## config.mk

```make
export PLATFORM = sky130hd
export DESIGN_NAME = rotated_ellipse_vertex_generator_top
export DESIGN_NICKNAME = d
export VERILOG_FILES = /design/src/hw/rtl/rev_pkg.sv /design/src/hw/rtl/rev_cordic.sv /design/src/hw/rtl/rev_mac.sv /design/src/hw/rtl/rotated_ellipse_vertex_generator_top.sv
export SDC_FILE = /design/constraint.sdc
export NUM_CORES = 2
export LEC_CHECK = 0
export BUFFER_PORTS_ARGS = -buffer_cell sky130_fd_sc_hd__buf_2
export CAP_MARGIN = 10
export CORE_MARGIN = 2
export CORE_UTILIZATION = 62
export CTS_BUF_LIST = sky130_fd_sc_hd__clkbuf_2
export DETAILED_ROUTE_END_ITERATION = 16
export GPL_TIMING_DRIVEN = 0
export PLACE_DENSITY = 0.77
export SKIP_LAST_GASP = 1
export SLEW_MARGIN = 10
export SYNTH_ARGS = -nofsm -noshare
export SYNTH_HDL_FRONTEND = slang
export SYNTH_SLANG_ARGS = --single-unit
```

## constraint.sdc

```tcl
create_clock -name clk -period 29.1 [get_ports clk]
set_clock_uncertainty 0.05 [all_clocks]
set_input_delay 1.455 -clock clk [delete_from_list [all_inputs] [get_ports clk]]
set_output_delay 1.455 -clock clk [all_outputs]
set_load 0.01 [all_outputs]
```

## src/hw/rtl/rev_pkg.sv

```systemverilog
// Shared types, constants and arithmetic helpers of the rotated ellipse vertex generator.
package rev_pkg;

	// configuration port
	localparam int unsigned CFG_INDEX_W = 3;
	localparam int unsigned CFG_DATA_W  = 16;

	localparam logic [CFG_INDEX_W-1:0] REG_QUAD_VERTS = 3'd0;
	localparam logic [CFG_INDEX_W-1:0] REG_FILL_MODE  = 3'd1;
	localparam logic [CFG_INDEX_W-1:0] REG_FILL_SHADE = 3'd2;
	localparam logic [CFG_INDEX_W-1:0] REG_COLOR_LOW  = 3'd3;
	localparam logic [CFG_INDEX_W-1:0] REG_COLOR_HIGH = 3'd4;
	localparam logic [CFG_INDEX_W-1:0] REG_OUTLINE    = 3'd5;

	localparam logic [1:0] FILL_NONE  = 2'd0;
	localparam logic [1:0] FILL_INPUT = 2'd1;
	localparam logic [1:0] FILL_CONST = 2'd2;

	// defaults of the top level parameters
	localparam int unsigned MAX_QV_DEF     = 15;
	localparam int unsigned ANGLE_BITS_DEF = 16;

	// field widths
	localparam int unsigned QV_W        = 4;
	localparam int unsigned VNUM_W      = QV_W + 2;
	localparam int unsigned COORD_W     = 32;
	localparam int unsigned SHADE_W     = 16;
	localparam int unsigned COLOR_W     = 8;
	localparam int unsigned IN_TDATA_W  = 160;
	localparam int unsigned OUT_TDATA_W = 80;
	localparam int unsigned OUT_TUSER_W = 4;

	// arithmetic formats
	localparam int unsigned TRIG_FRAC     = 16;
	localparam int unsigned TRIG_W        = 18;
	localparam int unsigned CORDIC_W      = 34;
	localparam int unsigned CORDIC_FRAC   = 30;
	localparam int unsigned CORDIC_STEPS  = 20;
	localparam int unsigned CORDIC_STEP_W = 5;
	localparam int unsigned TERM_W        = COORD_W + 1;
	localparam int unsigned PROD_W        = TERM_W + TRIG_W;
	localparam int unsigned ACC_W         = PROD_W + 2;
	localparam int unsigned SAT_W         = ACC_W - TRIG_FRAC;

	localparam logic signed [CORDIC_W-1:0] CORDIC_X_INIT = 34'sd652032874;
	localparam logic signed [CORDIC_W-1:0] TRIG_POS      = 34'sd65536;
	localparam logic signed [CORDIC_W-1:0] TRIG_NEG      = -34'sd65536;

	localparam logic signed [SAT_W-1:0] SAT_HI = {{(SAT_W-31){1'b0}}, {31{1'b1}}};
	localparam logic signed [SAT_W-1:0] SAT_LO = {{(SAT_W-31){1'b1}}, {31{1'b0}}};

	typedef enum logic [2:0] {
		MAC_NONE,
		MAC_MUL,
		MAC_LOAD,
		MAC_ADD,
		MAC_SUB
	} mac_op_t;

	typedef struct packed {
		mac_op_t                   op;
		logic signed [TERM_W-1:0]  a;
		logic signed [TRIG_W-1:0]  b;
		logic signed [ACC_W-1:0]   bias;
	} mac_req_t;

	typedef struct packed {
		logic        start;
		logic [31:0] angle;
	} cordic_req_t;

	typedef struct packed {
		logic                      done;
		logic signed [TRIG_W-1:0]  cos_v;
		logic signed [TRIG_W-1:0]  sin_v;
	} cordic_rsp_t;

	// arctangent of 2^-i as a 32-bit binary angle
	function automatic logic [CORDIC_FRAC-1:0] rev_atan(input logic [CORDIC_STEP_W-1:0] i);
		logic [CORDIC_FRAC-1:0] r;
		case (i)
			5'd0:    r = 30'h20000000;
			5'd1:    r = 30'h12E4051E;
			5'd2:    r = 30'h09FB385B;
			5'd3:    r = 30'h051111D4;
			5'd4:    r = 30'h028B0D43;
			5'd5:    r = 30'h0145D7E1;
			5'd6:    r = 30'h00A2F61E;
			5'd7:    r = 30'h00517C55;
			5'd8:    r = 30'h0028BE53;
			5'd9:    r = 30'h00145F2F;
			5'd10:   r = 30'h000A2F98;
			5'd11:   r = 30'h000517CC;
			5'd12:   r = 30'h00028BE6;
			5'd13:   r = 30'h000145F3;
			5'd14:   r = 30'h0000A2FA;
			5'd15:   r = 30'h0000517D;
			5'd16:   r = 30'h000028BE;
			5'd17:   r = 30'h0000145F;
			5'd18:   r = 30'h00000A30;
			5'd19:   r = 30'h00000518;
			default: r = '0;
		endcase
		return r;
	endfunction

	// product of a Q16.16 value and a Q2.16 trig value, rounded half up to Q16.16
	function automatic logic signed [TERM_W-1:0] rev_round_term(input logic signed [PROD_W-1:0] p);
		logic signed [PROD_W-1:0] t;
		t = p + $signed({{(PROD_W-TRIG_FRAC){1'b0}}, 1'b1, {(TRIG_FRAC-1){1'b0}}});
		return $signed(t[TRIG_FRAC+TERM_W-1:TRIG_FRAC]);
	endfunction

	// drop the fraction of a biased sum and saturate to a 32-bit coordinate
	function automatic logic [COORD_W-1:0] rev_sat_coord(input logic signed [ACC_W-1:0] acc);
		logic signed [SAT_W-1:0] s;
		logic [COORD_W-1:0]      r;
		s = $signed(acc[ACC_W-1:TRIG_FRAC]);
		if (s > SAT_HI) begin
			r = SAT_HI[COORD_W-1:0];
		end else if (s < SAT_LO) begin
			r = SAT_LO[COORD_W-1:0];
		end else begin
			r = s[COORD_W-1:0];
		end
		return r;
	endfunction

endpackage

```

## src/hw/rtl/rev_cordic.sv

```systemverilog
// Iterative CORDIC unit: sine and cosine of a 32-bit binary angle in Q2.16, one step per cycle.
module rev_cordic (
	input  logic                 clk,
	input  logic                 arst_n,
	input  rev_pkg::cordic_req_t req,
	output rev_pkg::cordic_rsp_t rsp
);
	import rev_pkg::*;

	typedef enum logic [1:0] {
		C_IDLE,
		C_RUN,
		C_ROUND,
		C_MAP
	} cstate_t;

	cstate_t                    state_q;
	logic [CORDIC_STEP_W-1:0]   step_q;
	logic [1:0]                 quad_q;
	logic signed [CORDIC_W-1:0] x_q;
	logic signed [CORDIC_W-1:0] y_q;
	logic signed [CORDIC_W-1:0] z_q;
	logic signed [CORDIC_W-1:0] dx;
	logic signed [CORDIC_W-1:0] dy;
	logic signed [CORDIC_W-1:0] atan_v;
	logic signed [CORDIC_W-1:0] x_rnd;
	logic signed [CORDIC_W-1:0] y_rnd;
	logic signed [TRIG_W-1:0]   cr_q;
	logic signed [TRIG_W-1:0]   sr_q;
	logic signed [TRIG_W-1:0]   cos_q;
	logic signed [TRIG_W-1:0]   sin_q;
	logic                       done_q;

	function automatic logic signed [TRIG_W-1:0] clamp_trig(input logic signed [CORDIC_W-1:0] v);
		logic signed [TRIG_W-1:0] r;
		if (v > TRIG_POS) begin
			r = TRIG_POS[TRIG_W-1:0];
		end else if (v < TRIG_NEG) begin
			r = TRIG_NEG[TRIG_W-1:0];
		end else begin
			r = v[TRIG_W-1:0];
		end
		return r;
	endfunction

	always_comb begin
		dx     = y_q >>> step_q;
		dy     = x_q >>> step_q;
		atan_v = $signed({{(CORDIC_W-CORDIC_FRAC){1'b0}}, rev_atan(step_q)});
		// round half up to Q2.16
		x_rnd  = (x_q + $signed(CORDIC_W'(1) << (CORDIC_FRAC-TRIG_FRAC-1)))
			>>> (CORDIC_FRAC-TRIG_FRAC);
		y_rnd  = (y_q + $signed(CORDIC_W'(1) << (CORDIC_FRAC-TRIG_FRAC-1)))
			>>> (CORDIC_FRAC-TRIG_FRAC);
	end

	always_ff @(posedge clk or negedge arst_n) begin
		if (!arst_n) begin
			state_q <= C_IDLE;
			step_q  <= '0;
			quad_q  <= '0;
			x_q     <= '0;
			y_q     <= '0;
			z_q     <= '0;
			cr_q    <= '0;
			sr_q    <= '0;
			cos_q   <= '0;
			sin_q   <= '0;
			done_q  <= 1'b0;
		end else begin
			done_q <= 1'b0;
			case (state_q)
				C_IDLE: begin
					if (req.start) begin
						x_q     <= CORDIC_X_INIT;
						y_q     <= '0;
						z_q     <= $signed({{(CORDIC_W-CORDIC_FRAC){1'b0}},
							req.angle[CORDIC_FRAC-1:0]});
						quad_q  <= req.angle[31:30];
						step_q  <= '0;
						state_q <= C_RUN;
					end
				end
				C_RUN: begin
					if (!z_q[CORDIC_W-1]) begin
						x_q <= x_q - dx;
						y_q <= y_q + dy;
						z_q <= z_q - atan_v;
					end else begin
						x_q <= x_q + dx;
						y_q <= y_q - dy;
						z_q <= z_q + atan_v;
					end
					step_q <= step_q + 1'b1;
					if (step_q == CORDIC_STEP_W'(CORDIC_STEPS-1)) begin
						state_q <= C_ROUND;
					end
				end
				C_ROUND: begin
					cr_q    <= clamp_trig(x_rnd);
					sr_q    <= clamp_trig(y_rnd);
					state_q <= C_MAP;
				end
				C_MAP: begin
					// fold the first quadrant result out to the full turn
					case (quad_q)
						2'd0: begin
							cos_q <= cr_q;
							sin_q <= sr_q;
						end
						2'd1: begin
							cos_q <= -sr_q;
							sin_q <= cr_q;
						end
						2'd2: begin
							cos_q <= -cr_q;
							sin_q <= -sr_q;
						end
						default: begin
							cos_q <= sr_q;
							sin_q <= -cr_q;
						end
					endcase
					done_q  <= 1'b1;
					state_q <= C_IDLE;
				end
				default: begin
					state_q <= C_IDLE;
				end
			endcase
		end
	end

	assign rsp.done  = done_q;
	assign rsp.cos_v = cos_q;
	assign rsp.sin_v = sin_q;

	a_start_when_idle: assert property (@(posedge clk) disable iff (!arst_n)
		req.start |-> state_q == C_IDLE)
		else $error("cordic started while busy");

	a_done_after_map: assert property (@(posedge clk) disable iff (!arst_n)
		done_q |-> $past(state_q) == C_MAP && state_q == C_IDLE)
		else $error("cordic done without finishing the quadrant map");

	a_step_bound: assert property (@(posedge clk) disable iff (!arst_n)
		state_q == C_RUN |-> step_q < CORDIC_STEP_W'(CORDIC_STEPS))
		else $error("cordic step counter ran past the last step");

endmodule

```

## src/hw/rtl/rev_mac.sv

```systemverilog
// Shared multiplier with a registered product and a biased accumulator.
module rev_mac (
	input  logic                                   clk,
	input  logic                                   arst_n,
	input  rev_pkg::mac_req_t                      req,
	output logic signed [rev_pkg::PROD_W-1:0]      prod_s1,
	output logic signed [rev_pkg::ACC_W-1:0]       acc_q
);
	import rev_pkg::*;

	mac_op_t                 op_s1;
	logic signed [ACC_W-1:0] bias_s1;
	logic signed [ACC_W-1:0] prod_ext;

	assign prod_ext = ACC_W'(prod_s1);

	always_ff @(posedge clk or negedge arst_n) begin
		if (!arst_n) begin
			op_s1 <= MAC_NONE;
		end else begin
			op_s1 <= req.op;
		end
	end

	always_ff @(posedge clk) begin
		if (req.op != MAC_NONE) begin
			prod_s1 <= $signed(req.a) * $signed(req.b);
			bias_s1 <= req.bias;
		end
		case (op_s1)
			MAC_LOAD: acc_q <= bias_s1 + prod_ext;
			MAC_ADD:  acc_q <= acc_q + prod_ext;
			MAC_SUB:  acc_q <= acc_q - prod_ext;
			default:  acc_q <= acc_q;
		endcase
	end

endmodule

```

## src/hw/rtl/rotated_ellipse_vertex_generator_top.sv

```systemverilog
// Top level of the rotated ellipse vertex generator: sequencer, registers and stream ports.
//
// Each accepted ellipse produces 4*N+1 vertices (N = quadrant_vertices, clamped to
// 1..MAX_QUADRANT_VERTICES), the last one repeating the first to close the outline.
// All trig goes through one 20-step CORDIC unit and all products through one shared
// 33x18 multiplier, so the block works on one ellipse at a time and s_axis_tready is
// high only between ellipses. An ellipse starts with the rotation trig and the fill
// index, then each vertex takes a CORDIC pass for the vertex angle, six multiplies
// and two sums. The output register lets the next ellipse be accepted while the
// closing vertex of the one before still waits on m_axis_tready.
module rotated_ellipse_vertex_generator_top #(
	parameter int unsigned MAX_QUADRANT_VERTICES = rev_pkg::MAX_QV_DEF,
	parameter int unsigned ANGLE_BITS            = rev_pkg::ANGLE_BITS_DEF
) (
	input  logic                                clk,
	input  logic                                arst_n,
	input  logic                                cfg_wr_en,
	input  logic [rev_pkg::CFG_INDEX_W-1:0]     cfg_index,
	input  logic [rev_pkg::CFG_DATA_W-1:0]      cfg_data,
	input  logic                                s_axis_tvalid,
	output logic                                s_axis_tready,
	// centre_x, centre_y, axis_major, axis_minor, position_angle, shade
	input  logic [rev_pkg::IN_TDATA_W-1:0]      s_axis_tdata,
	// final_ellipse
	input  logic                                s_axis_tlast,
	output logic                                m_axis_tvalid,
	input  logic                                m_axis_tready,
	// vertex_x, vertex_y, vertex_number, fill_index, zero pad
	output logic [rev_pkg::OUT_TDATA_W-1:0]     m_axis_tdata,
	// last
	output logic                                m_axis_tlast,
	// closing_vertex, fill_enable, outline_enable, set_end
	output logic [rev_pkg::OUT_TUSER_W-1:0]     m_axis_tuser
);
	import rev_pkg::*;

	typedef enum logic [3:0] {
		S_IDLE,
		S_ROT_WAIT,
		S_FILL_MUL,
		S_FILL_IDX,
		S_V_START,
		S_V_WAIT,
		S_MUL_A,
		S_MUL_B,
		S_MUL_XC,
		S_MUL_YS,
		S_MUL_XS,
		S_MUL_YC,
		S_SUM_WAIT,
		S_SUM_Y,
		S_EMIT
	} state_t;

	localparam logic [31:0] ANGLE_MASK = ~((32'd1 << (32 - ANGLE_BITS)) - 32'd1);

	// configuration
	logic [QV_W-1:0]    quad_q;
	logic [1:0]         fill_mode_q;
	logic [SHADE_W-1:0] fill_shade_q;
	logic [COLOR_W-1:0] color_low_q;
	logic [COLOR_W-1:0] color_high_q;
	logic               draw_outline_q;

	// ellipse in work
	state_t                     state_q;
	logic signed [COORD_W-1:0]  cx_q;
	logic signed [COORD_W-1:0]  cy_q;
	logic signed [COORD_W-1:0]  ax_q;
	logic signed [COORD_W-1:0]  bx_q;
	logic [SHADE_W-1:0]         shade_q;
	logic                       final_q;
	logic signed [TRIG_W-1:0]   rot_cos_q;
	logic signed [TRIG_W-1:0]   rot_sin_q;
	logic                       fill_en_q;
	logic [COLOR_W-1:0]         fill_idx_q;
	logic [ANGLE_BITS-1:0]      theta_q;
	logic [QV_W-1:0]            rem_q;
	logic [VNUM_W-1:0]          v_q;
	logic signed [TERM_W-1:0]   x_term_q;
	logic signed [TERM_W-1:0]   y_term_q;
	logic [COORD_W-1:0]         vx_q;
	logic [COORD_W-1:0]         vy_q;

	// output register
	logic               m_valid_q;
	logic [COORD_W-1:0] out_x_q;
	logic [COORD_W-1:0] out_y_q;
	logic [VNUM_W-1:0]  out_num_q;
	logic               out_last_q;
	logic               out_fill_en_q;
	logic [COLOR_W-1:0] out_fill_idx_q;
	logic               out_outline_q;
	logic               out_set_end_q;

	// angle step tables, indexed by the vertex count per quadrant
	logic [ANGLE_BITS-1:0] step_quo [1:MAX_QUADRANT_VERTICES];
	logic [QV_W-1:0]       step_rem [1:MAX_QUADRANT_VERTICES];

	for (genvar k = 1; k <= MAX_QUADRANT_VERTICES; k++) begin : g_step
		localparam int unsigned QUO = (1 << (ANGLE_BITS - 2)) / k;
		localparam int unsigned REM = (1 << (ANGLE_BITS - 2)) % k;
		assign step_quo[k] = ANGLE_BITS'(QUO);
		assign step_rem[k] = QV_W'(REM);
	end

	logic [QV_W-1:0]          n_eff;
	logic [VNUM_W-1:0]        four_n;
	logic                     last_v;
	logic [QV_W:0]            rem_sum;
	logic                     rem_carry;
	logic [QV_W-1:0]          rem_next;
	logic [ANGLE_BITS-1:0]    theta_next;
	logic                     fill_on;
	logic [SHADE_W-1:0]       sh_sel;
	logic signed [9:0]        color_span;
	logic signed [10:0]       ci_raw;
	logic signed [10:0]       lo_ext;
	logic signed [10:0]       hi_ext;
	logic [COLOR_W-1:0]       ci_clamped;
	logic [31:0]              in_angle;
	logic [31:0]              vert_angle;
	logic                     in_accept;
	logic signed [ACC_W-1:0]  bias_x;
	logic signed [ACC_W-1:0]  bias_y;

	cordic_req_t              cordic_req;
	cordic_rsp_t              cordic_rsp;
	mac_req_t                 mac_req;
	logic signed [PROD_W-1:0] prod_s1;
	logic signed [ACC_W-1:0]  acc_q;

	assign s_axis_tready = (state_q == S_IDLE);
	assign in_accept     = s_axis_tvalid && s_axis_tready;

	always_comb begin
		if (quad_q == '0) begin
			n_eff = QV_W'(1);
		end else if (quad_q > QV_W'(MAX_QUADRANT_VERTICES)) begin
			n_eff = QV_W'(MAX_QUADRANT_VERTICES);
		end else begin
			n_eff = quad_q;
		end
		four_n = {n_eff, 2'b00};
		last_v = (v_q == four_n);

		// theta tracks floor(v * quarter / N) as quotient plus remainder
		rem_sum    = {1'b0, rem_q} + {1'b0, step_rem[n_eff]};
		rem_carry  = (rem_sum >= {1'b0, n_eff});
		rem_next   = rem_carry ? QV_W'(rem_sum - {1'b0, n_eff}) : rem_sum[QV_W-1:0];
		theta_next = theta_q + step_quo[n_eff] + ANGLE_BITS'(rem_carry);

		fill_on    = (fill_mode_q == FILL_INPUT) || (fill_mode_q == FILL_CONST);
		sh_sel     = (fill_mode_q == FILL_INPUT) ? shade_q : fill_shade_q;
		color_span = $signed({2'b00, color_high_q}) - $signed({2'b00, color_low_q}) + 10'sd1;
		lo_ext     = $signed({3'b000, color_low_q});
		hi_ext     = $signed({3'b000, color_high_q});
		ci_raw     = lo_ext + $signed(prod_s1[TRIG_FRAC+10:TRIG_FRAC]);
		// the upper bound is tested first and wins where an inverted range puts a value past both bounds
		if (ci_raw > hi_ext) begin
			ci_clamped = color_high_q;
		end else if (ci_raw < lo_ext) begin
			ci_clamped = color_low_q;
		end else begin
			ci_clamped = ci_raw[COLOR_W-1:0];
		end

		in_angle   = {s_axis_tdata[143:128], 16'h0000} & ANGLE_MASK;
		vert_angle = {theta_q, {(32 - ANGLE_BITS){1'b0}}};

		// centre in Q16.16 shifted up to the product scale, plus the rounding half
		bias_x = $signed({{(ACC_W-COORD_W-TRIG_FRAC){cx_q[COORD_W-1]}}, cx_q,
			1'b1, {(TRIG_FRAC-1){1'b0}}});
		bias_y = $signed({{(ACC_W-COORD_W-TRIG_FRAC){cy_q[COORD_W-1]}}, cy_q,
			1'b1, {(TRIG_FRAC-1){1'b0}}});
	end

	always_comb begin
		cordic_req.start = in_accept || (state_q == S_V_START);
		cordic_req.angle = (state_q == S_IDLE) ? in_angle : vert_angle;
	end

	always_comb begin
		mac_req = '0;
		case (state_q)
			S_FILL_MUL: begin
				mac_req.op = MAC_MUL;
				mac_req.a  = $signed({{(TERM_W-SHADE_W){1'b0}}, sh_sel});
				mac_req.b  = TRIG_W'(color_span);
			end
			S_MUL_A: begin
				mac_req.op = MAC_MUL;
				mac_req.a  = TERM_W'(ax_q);
				mac_req.b  = cordic_rsp.cos_v;
			end
			S_MUL_B: begin
				mac_req.op = MAC_MUL;
				mac_req.a  = TERM_W'(bx_q);
				mac_req.b  = cordic_rsp.sin_v;
			end
			S_MUL_XC: begin
				mac_req.op   = MAC_LOAD;
				mac_req.a    = x_term_q;
				mac_req.b    = rot_cos_q;
				mac_req.bias = bias_x;
			end
			S_MUL_YS: begin
				mac_req.op = MAC_SUB;
				mac_req.a  = y_term_q;
				mac_req.b  = rot_sin_q;
			end
			S_MUL_XS: begin
				mac_req.op   = MAC_LOAD;
				mac_req.a    = x_term_q;
				mac_req.b    = rot_sin_q;
				mac_req.bias = bias_y;
			end
			S_MUL_YC: begin
				mac_req.op = MAC_ADD;
				mac_req.a  = y_term_q;
				mac_req.b  = rot_cos_q;
			end
			default: begin
				mac_req.op = MAC_NONE;
			end
		endcase
	end

	rev_cordic u_cordic (
		.clk    (clk),
		.arst_n (arst_n),
		.req    (cordic_req),
		.rsp    (cordic_rsp)
	);

	rev_mac u_mac (
		.clk     (clk),
		.arst_n  (arst_n),
		.req     (mac_req),
		.prod_s1 (prod_s1),
		.acc_q   (acc_q)
	);

	always_ff @(posedge clk or negedge arst_n) begin
		if (!arst_n) begin
			quad_q         <= QV_W'(1);
			fill_mode_q    <= FILL_NONE;
			fill_shade_q   <= '0;
			color_low_q    <= '0;
			color_high_q   <= COLOR_W'(15);
			draw_outline_q <= 1'b1;
		end else if (cfg_wr_en) begin
			case (cfg_index)
				REG_QUAD_VERTS: quad_q         <= cfg_data[QV_W-1:0];
				REG_FILL_MODE:  fill_mode_q    <= cfg_data[1:0];
				REG_FILL_SHADE: fill_shade_q   <= cfg_data[SHADE_W-1:0];
				REG_COLOR_LOW:  color_low_q    <= cfg_data[COLOR_W-1:0];
				REG_COLOR_HIGH: color_high_q   <= cfg_data[COLOR_W-1:0];
				REG_OUTLINE:    draw_outline_q <= cfg_data[0];
				default: ;
			endcase
		end
	end

	always_ff @(posedge clk or negedge arst_n) begin
		if (!arst_n) begin
			state_q        <= S_IDLE;
			cx_q           <= '0;
			cy_q           <= '0;
			ax_q           <= '0;
			bx_q           <= '0;
			shade_q        <= '0;
			final_q        <= 1'b0;
			rot_cos_q      <= '0;
			rot_sin_q      <= '0;
			fill_en_q      <= 1'b0;
			fill_idx_q     <= '0;
			theta_q        <= '0;
			rem_q          <= '0;
			v_q            <= '0;
			x_term_q       <= '0;
			y_term_q       <= '0;
			vx_q           <= '0;
			vy_q           <= '0;
			m_valid_q      <= 1'b0;
			out_x_q        <= '0;
			out_y_q        <= '0;
			out_num_q      <= '0;
			out_last_q     <= 1'b0;
			out_fill_en_q  <= 1'b0;
			out_fill_idx_q <= '0;
			out_outline_q  <= 1'b0;
			out_set_end_q  <= 1'b0;
		end else begin
			if (m_valid_q && m_axis_tready) begin
				m_valid_q <= 1'b0;
			end
			case (state_q)
				S_IDLE: begin
					if (in_accept) begin
						cx_q    <= $signed(s_axis_tdata[31:0]);
						cy_q    <= $signed(s_axis_tdata[63:32]);
						ax_q    <= $signed(s_axis_tdata[95:64]);
						bx_q    <= $signed(s_axis_tdata[127:96]);
						shade_q <= s_axis_tdata[159:144];
						final_q <= s_axis_tlast;
						theta_q <= '0;
						rem_q   <= '0;
						v_q     <= '0;
						state_q <= S_ROT_WAIT;
					end
				end
				S_ROT_WAIT: begin
					if (cordic_rsp.done) begin
						rot_cos_q <= cordic_rsp.cos_v;
						rot_sin_q <= cordic_rsp.sin_v;
						state_q   <= S_FILL_MUL;
					end
				end
				S_FILL_MUL: begin
					state_q <= S_FILL_IDX;
				end
				S_FILL_IDX: begin
					fill_en_q  <= fill_on;
					fill_idx_q <= fill_on ? ci_clamped : '0;
					state_q    <= S_V_START;
				end
				S_V_START: begin
					state_q <= S_V_WAIT;
				end
				S_V_WAIT: begin
					if (cordic_rsp.done) begin
						state_q <= S_MUL_A;
					end
				end
				S_MUL_A: begin
					state_q <= S_MUL_B;
				end
				S_MUL_B: begin
					x_term_q <= rev_round_term(prod_s1);
					state_q  <= S_MUL_XC;
				end
				S_MUL_XC: begin
					y_term_q <= rev_round_term(prod_s1);
					state_q  <= S_MUL_YS;
				end
				S_MUL_YS: begin
					state_q <= S_MUL_XS;
				end
				S_MUL_XS: begin
					state_q <= S_MUL_YC;
				end
				S_MUL_YC: begin
					vx_q    <= rev_sat_coord(acc_q);
					state_q <= S_SUM_WAIT;
				end
				S_SUM_WAIT: begin
					state_q <= S_SUM_Y;
				end
				S_SUM_Y: begin
					vy_q    <= rev_sat_coord(acc_q);
					state_q <= S_EMIT;
				end
				S_EMIT: begin
					// hold the vertex until the output register is free
					if (!m_valid_q || m_axis_tready) begin
						m_valid_q      <= 1'b1;
						out_x_q        <= vx_q;
						out_y_q        <= vy_q;
						out_num_q      <= v_q;
						out_last_q     <= last_v;
						out_fill_en_q  <= fill_en_q;
						out_fill_idx_q <= fill_idx_q;
						out_outline_q  <= draw_outline_q;
						out_set_end_q  <= last_v && final_q;
						if (last_v) begin
							state_q <= S_IDLE;
						end else begin
							v_q     <= v_q + 1'b1;
							theta_q <= theta_next;
							rem_q   <= rem_next;
							state_q <= S_V_START;
						end
					end
				end
				default: begin
					state_q <= S_IDLE;
				end
			endcase
		end
	end

	assign m_axis_tvalid = m_valid_q;
	assign m_axis_tdata  = {2'b00, out_fill_idx_q, out_num_q, out_y_q, out_x_q};
	assign m_axis_tlast  = out_last_q;
	assign m_axis_tuser  = {out_set_end_q, out_outline_q, out_fill_en_q, out_last_q};

	a_ready_drops: assert property (@(posedge clk) disable iff (!arst_n)
		in_accept |=> !s_axis_tready)
		else $error("input ready stayed high after an ellipse was taken");

	a_set_end_on_last: assert property (@(posedge clk) disable iff (!arst_n)
		m_axis_tvalid && m_axis_tuser[3] |-> m_axis_tlast && m_axis_tuser[0])
		else $error("set end flagged on a vertex that does not close the ellipse");

endmodule
```

# After elaboration in Yosys (flattened, before gate mapping)
# Memory sizes are Yosys's and may differ from the RTL's.
# Cells that the tools add are included.
[totals]
ff_bits = 816
rom_bits = 1280
in_bits = 185
out_inout_bits = 87
wordCells = 219
n_memories = 3
[op_classes]
n_addsub = 23
n_mul = 1
n_lt_le_gt_ge = 11
eq_ne = 38
shift = 2
n_mux = 60
n_bitwise = 1
n_reduce_logical = 32
[mem_list]
columns = ["name", "depth", "word_bits", "read_ports", "rd_ports_with_merged_regs", "write_ports", "line_no", "text"]
rows = [
  ["(name not given)", 32, 30, 1, 0, 0, "rev_pkg.sv:81", "case (i)"],
  ["(name not given)", 16, 16, 1, 0, 0, "rotated_ellipse_vertex_generator_top.sv:151", "theta_next = theta_q + step_quo[n_eff] + ANGLE_BITS'(rem_carry);"],
  ["(name not given)", 16, 4, 1, 0, 0, "rotated_ellipse_vertex_generator_top.sv:148", "rem_sum = {1'b0, rem_q} + {1'b0, step_rem[n_eff]};"],
]
[op_table]
columns = ["operator", "count"]
rows = [
  ["$pmux W51 S7", 1],
  ["$mux W34", 6],
  ["$pmux W34 S2", 3],
  ["$pmux W53 S3", 1],
  ["$pmux W18 S3", 2],
  ["$add A53 B51 Y53", 2],
  ["$pmux W53 S2", 1],
  ["$mux W16", 6],
  ["$mux W32", 3],
  ["$mux W18", 4],
  ["$add A34 B15 Y34 const B", 2],
  ["$add A34 B34 Y34", 2],
  ["$sshr A34 B5 Y34", 2],
  ["$sub A34 B34 Y34", 2],
  ["$pmux W4 S15", 1],
  ["$sub A53 B51 Y53", 1],
  ["$mul A33 B18 Y51", 1],
  ["$add A49 B17 Y49 const B", 1],
  ["$mux W4", 12],
  ["$gt A20 B18 Y1 const B", 2],
  ["$lt A20 B17 Y1 const B", 2],
  ["$gt A37 B32 Y1 const B", 1],
  ["$lt A37 B32 Y1 const B", 1],
  ["$neg A18 Y18", 2],
  ["other kinds (54)", 107],
]

# Depth between registers and ports, before layout
[logic_depth]
depth_word = 13
ltp_mapped = 40
mapped_depth_nobuf = 36

# Hierarchy
# From an unflattened synthesis, not the netlist that was laid out.
[hier_totals]
hier_cells = 8517
area_unflattened_um2 = 78213.8
[by_module_without_submodules]
columns = ["module", "instances", "cells_per_inst", "area_each_um2", "seq_area_each_um2"]
rows = [
  ["rev_mac", 1, 3619, 33006.7, 4789.6],
  ["rotated_ellipse_vertex_generator_top", 1, 2166, 22705.5, 11818.8],
  ["rev_cordic", 1, 2732, 22501.6, 4604.4],
]

# Worst setup path after synthesis
# Ideal clock, no wire load.
[synth_timing]
kind = "register to register"
from = "register color_high_q[0]"
to = "register u_mac.prod_s1[31] (netlist bit) (data pin)"
setup_time_ns = 0.264
t_arrival_ns = 8.891
required_time_ns = 28.786
path_slack_ns = 19.895
path_stages_with_launch = 35
path_buffers = 0
period_less_slack_ns = 9.205
cell_sequence = "dfstp_2 > inv_1 > ha_1 > fa_1 > o21ai_0 > a21oi_1 > o21ai_0 > a21o_1 > xor2_1 > or3b_2 > nor2_1 > a211oi_1 > a211oi_1 > inv_1 > nand2_1 > fa_1 > fa_1 > inv_1 > fa_1 > fa_1 > fa_1 > inv_1 > fa_1 > inv_1 > ha_1 > a21o_1 > a211oi_1 > nand2_1 > a21oi_1 > nor3_1 > o41ai_1 > o21ai_0 > a21o_1 > a21oi_1 > xnor2_1"
[synth_between]
elab_chain_len = 4
[synth_rtl]
columns = ["item", "line_no", "text"]
rows = [
  ["start: declaration", "rotated_ellipse_vertex_generator_top.sv:62", "logic [COLOR_W-1:0] color_high_q;"],
  ["start signal: assignment", "rotated_ellipse_vertex_generator_top.sv:258", "REG_COLOR_HIGH: color_high_q <= cfg_data[COLOR_W-1:0];"],
  ["$sub A8 B8 Y9", "rotated_ellipse_vertex_generator_top.sv:155", "color_span = $signed({2'b00, color_high_q}) - $signed({2'b00, color_low_q}) + 10'sd1;"],
  ["$add A9 B2 Y10", "rotated_ellipse_vertex_generator_top.sv:155", ""],
  ["$pmux W51 S7", "rotated_ellipse_vertex_generator_top.sv:185", "case (state_q)"],
  ["$mul A33 B18 Y51", "rev_mac.sv:27", "prod_s1 <= $signed(req.a) * $signed(req.b);"],
  ["end signal: assignment", "rev_mac.sv:27", ""],
  ["end: declaration", "rev_mac.sv:6", "output logic signed [rev_pkg::PROD_W-1:0] prod_s1,"],
]
# Every way passes these cells.
# A chain may end at the register's enable or synchronous reset.

# Final worst setup path
[layout_timing]
from = "register color_low_q[1]"
to = "register u_mac.prod_s1[50] (netlist bit) (data pin)"
[layout_between]
elab_chain_len = 4
[layout_rtl]
columns = ["item", "line_no", "text"]
rows = [
  ["start: declaration", "rotated_ellipse_vertex_generator_top.sv:61", "logic [COLOR_W-1:0] color_low_q;"],
  ["start signal: assignment", "rotated_ellipse_vertex_generator_top.sv:257", "REG_COLOR_LOW: color_low_q <= cfg_data[COLOR_W-1:0];"],
  ["$sub A8 B8 Y9", "rotated_ellipse_vertex_generator_top.sv:155", ""],
  ["$add A9 B2 Y10", "rotated_ellipse_vertex_generator_top.sv:155", ""],
  ["$pmux W51 S7", "rotated_ellipse_vertex_generator_top.sv:185", ""],
  ["$mul A33 B18 Y51", "rev_mac.sv:27", ""],
]
# Every way passes these cells.

==> summary.md <==
| Metric | Value |
|---|---|
| Status | completed |
| Number of remaining DRC errors | 0 |
| Worst setup path start | color_low_q[1]$_DFFE_PN0P_ |
| Worst r2r dst | u_mac.prod_s1[50]$_DFFE_PP_ |
| Io pins | 272 |
| Pin count of the biggest net entering global routing | 113 |
| DR WL/cell | 26.5 um |
| Multi-input gate area | 48,200 um^2 |
| FP Rows | 126 |
| Die width | 349 um |
| Max Cap Viol | 0 |
| Dominant synthesized flop cell | dfrtp_1 |
| Clock latency on the worst-skew pair | 1.74 ns |
| CP max-delay cell | clkbuf_1 |
| First-pass GRT wire length | 422 mm |
| Post_cts resized | 0 |
| VDD IR max | 0.102 mV |
| CTS tree | yes |
| Hold Vio Cnt, Final | 0 |
| Slew headroom | 5.41% |
| Total gr overflow | 0 |
| Worst setup SP type | register |
| Max Buffers Root-to-Sink | 3 |
| Total GRT Usage | 46.5% |
| Clock transition at path regs | 0.11 ns |
| Hpwl dp | 225 mm |
| Top sig layer | met5 |
| P_leak | 39.7 nW |
| Initial Utilization | 62.6% |
| H-tree levels | 4 |
| Post-synth ARST share | 82.8% |
| Routed Antenna Nets | 0 |
| RSZ-0062 raised after global routing | false |
| Cell Pwr Density | 53.1 nW/um^2 |
| Metal2 WL | 123 mm |
| CP arrival | 13.87 ns |
| Post-route setup TNS | 0 ns |
| Post-Syn Area per Cell | 8.86 um^2 |
| Final Net Count | 10,200 |
| Vias in the first global route | 68,200 |
| Die H | 349 um |
| Core ar. | 118,000 um^2 |
| Dominant cells by area after synthesis | dfrtp_1 22%, fa_1 16%, nand2_1 7.1% |
| Reg2Reg Setup Slack | 16.49 ns |
| Number of buffers added on ports | 269 |
| CP max stage delay | 0.94 ns |
| Share of cells above drive strength 1 | 10.6% |
| CTS Buf Count | 204 |
| Critical path capture point type | register |
| Routability cong. | 1.09 |
| DR vias/cell | 6.41 |
| Worst Setup EP | u_mac.prod_s1[50]$_DFFE_PP_ |
| # hold bufs at CTS | 158 |
| Initial antenna violation count | 21 |
| Syn Inst Count | 8,348 |
| Synth area leader | dfrtp_1 |
| CP Class | reg2reg |
| Min cycle time layout | 12.61 ns |
| #FFs+latches synth | 796 |
| Crit path max fanout | 10 |
| CTS Root Cell | clkbuf_2 |
| Post-synth EDFFs | 137 |
| Seq. cell area | 20,600 um^2 |
| Fmax achieved | 79.3 MHz |
| FF-to-FF path depth | 38 |
| Sequential share of the synthesized area | 27.9% |
| Synth-to-Final Area Change | 10.1% |
| Hold Path Class | in2reg |
| Die area | 122,000 um^2 |
| Met1 WL | 100 mm |
| Worst reg2reg path startpoint | color_low_q[1]$_DFFE_PN0P_ |
| Critical path's top delay family | adder cells |
| Distinct cells, synth | 109 |
| Post-CTS Setup Repair Bufs | 0 |
| Tot Pwr | 4.32 mW |
| Routed vias | 68,900 |
| Met3 wire len | 37.3 mm |
| Crit share post-route | 43.3% |
| Routed WL | 285 mm |
| Post-synth top area share | 22.1% |
| Clk sinks | 796 |
| Final Slew Violations | 0 |
| Filler cells | 9,275 |
| Initial DRC Count | 8,117 |
| Worst Tran Pin Value | 1.41 ns |
| CP required | 30.36 ns |
| Setup violations, final | 0 |
| Drt first pass iters | 7 |
| WP buf/inv | 8 |
| Mapped Area | 74,000 um^2 |
| CP Depth | 38 |
| YS warnings | 0 |
[per-layer routing]
layer / track usage, % / up-vias
met5: 0.0785 / -
met4: 33.9 / 14
met3: 16.4 / 1163
met1: 55.9 / 33600
li1: - / 29600
met2: 69.4 / 4545
[cell usage in the layout (no fill, tap or decap), types with 156 or more instances in the layout]
cell type         n
dlygate4sd3_1   158
xor2_1          205
clkbuf_1        379
o21ai_0         427
mux2_2          180
a21o_1          156
a21oi_1         498
clkbuf_2        282
inv_1           873
nand2_1        1406
buf_2           285
dfrtp_1         653
ha_1            385
fa_1            580
nor2_1          544
xnor2_1         273
[worst reg2reg max path: cells and delay by family (launching register included)]
family / cells / cell delay [ns]
DFF: 1 / 0.51
xor gates and xnor gates: 1 / 0.46
and+or+nand+nor: 7 / 1.65
buffers and inverters: 8 / 1.84
AOI/OAI and AO/OA: 14 / 3.84
adders and majority gates: 8 / 3.89
[through the flow]
stage / worst slack (ns) / hold WS [ns] / cell area, um^2 / std cells / utilization [%]
finish: 16.49 / 0.125 / 81500 / 10700 / 68.9
global route: 16.17 / 0.0697 / 81500 / 10700 / 68.9
CTS: 16.94 / 0.00163 / 81400 / 10700 / 68.8
detailed placement: 17.07 / 0.412 / 77800 / 10200 / 65.8
global placement: 12.60 / 0.404 / 77200 / 10200 / 65.3
floorplan: 19.90 / 0.390 / 74000 / 8349 / -
[sequential cells by signal, summed over array words and instances (netlist names), 33 cells and up]
| register | cells |
|---|---|
| u_cordic.y_q | 34 |
| u_mac.bias_s1 | 33 |
| u_mac.acc_q | 53 |
| u_cordic.x_q | 34 |
| u_mac.prod_s1 | 51 |
| y_term_q | 33 |
| u_cordic.z_q | 34 |
| x_term_q | 33 |
[synth_stat cells (33+ instances only)]
cell type and number:
mux4_2 58, o21a_1 46, nand4_1 47, o31ai_1 41, nor3_1 93, dfrtp_1 653
a22o_1 69, a221o_1 33, nand2_1 1406, a21o_1 156, edfxtp_1 137, o21ai_0 427
xnor2_1 273, a21oi_1 500, a31oi_1 46, mux2_2 180, or3_1 41, buf_1 43
inv_1 873, clkbuf_1 379, nor2_1 545, o211ai_1 45, and2_1 119, o22ai_1 50
mux2i_1 107, nor2b_1 59, nand3_1 110, a211oi_1 42, fa_1 580, xor2_1 205
and3_1 44, ha_1 385, a22oi_1 34, o21bai_1 37, nand2b_1 74
[worst min-delay path by stage]
stage                            from                      to  slack, ns  depth (start not counted)
5_1_grt             s_axis_tdata[127]    bx_q[31]$_DFFE_PN0P_       0.07                          3
4_1_cts             s_axis_tdata[127]    bx_q[31]$_DFFE_PN0P_      0.002                          3
6_report            s_axis_tdata[127]    bx_q[31]$_DFFE_PN0P_       0.12                          3
2_1_floorplan  shade_q[1]$_DFFE_PN0P_  shade_q[1]$_DFFE_PN0P_       0.39                          2
3_5_place_dp   shade_q[8]$_DFFE_PN0P_  shade_q[8]$_DFFE_PN0P_       0.41                          2
3_3_place_gp   shade_q[1]$_DFFE_PN0P_  shade_q[1]$_DFFE_PN0P_       0.40                          2
[area by class of cell]
type                       instances  area share [%]
inverter                         876            4.04
tap                             1536            2.36
buffer                           465            2.38
clock inverter                    91           0.737
multi-input combinational       6212            59.2
timing repair buffer             458            4.19
clock buffer                     282            1.73
sequential                       796            25.3
antenna                           18          0.0553
[cells by family after synthesis]
family	Yosys count	synth area share, %
fa+ha+maj	965	22.2
flops	796	27.9
mux	355	6.22
xor+xnor	478	5.66
simple gates	2679	16.0
buf+inv	1341	7.06
compound gates	1733	14.9
other cells	1	0.00507
[report_power, final]
group | internal [mW] | leakage [nW] | switching, mW | total, mW
Clock | 0.314 | 1.47 | 0.544 | 0.858
Sequential | 1.25 | 9.79 | 0.157 | 1.41
Combinational | 0.830 | 28.5 | 1.23 | 2.06
(Power assumes the default switching activity.)
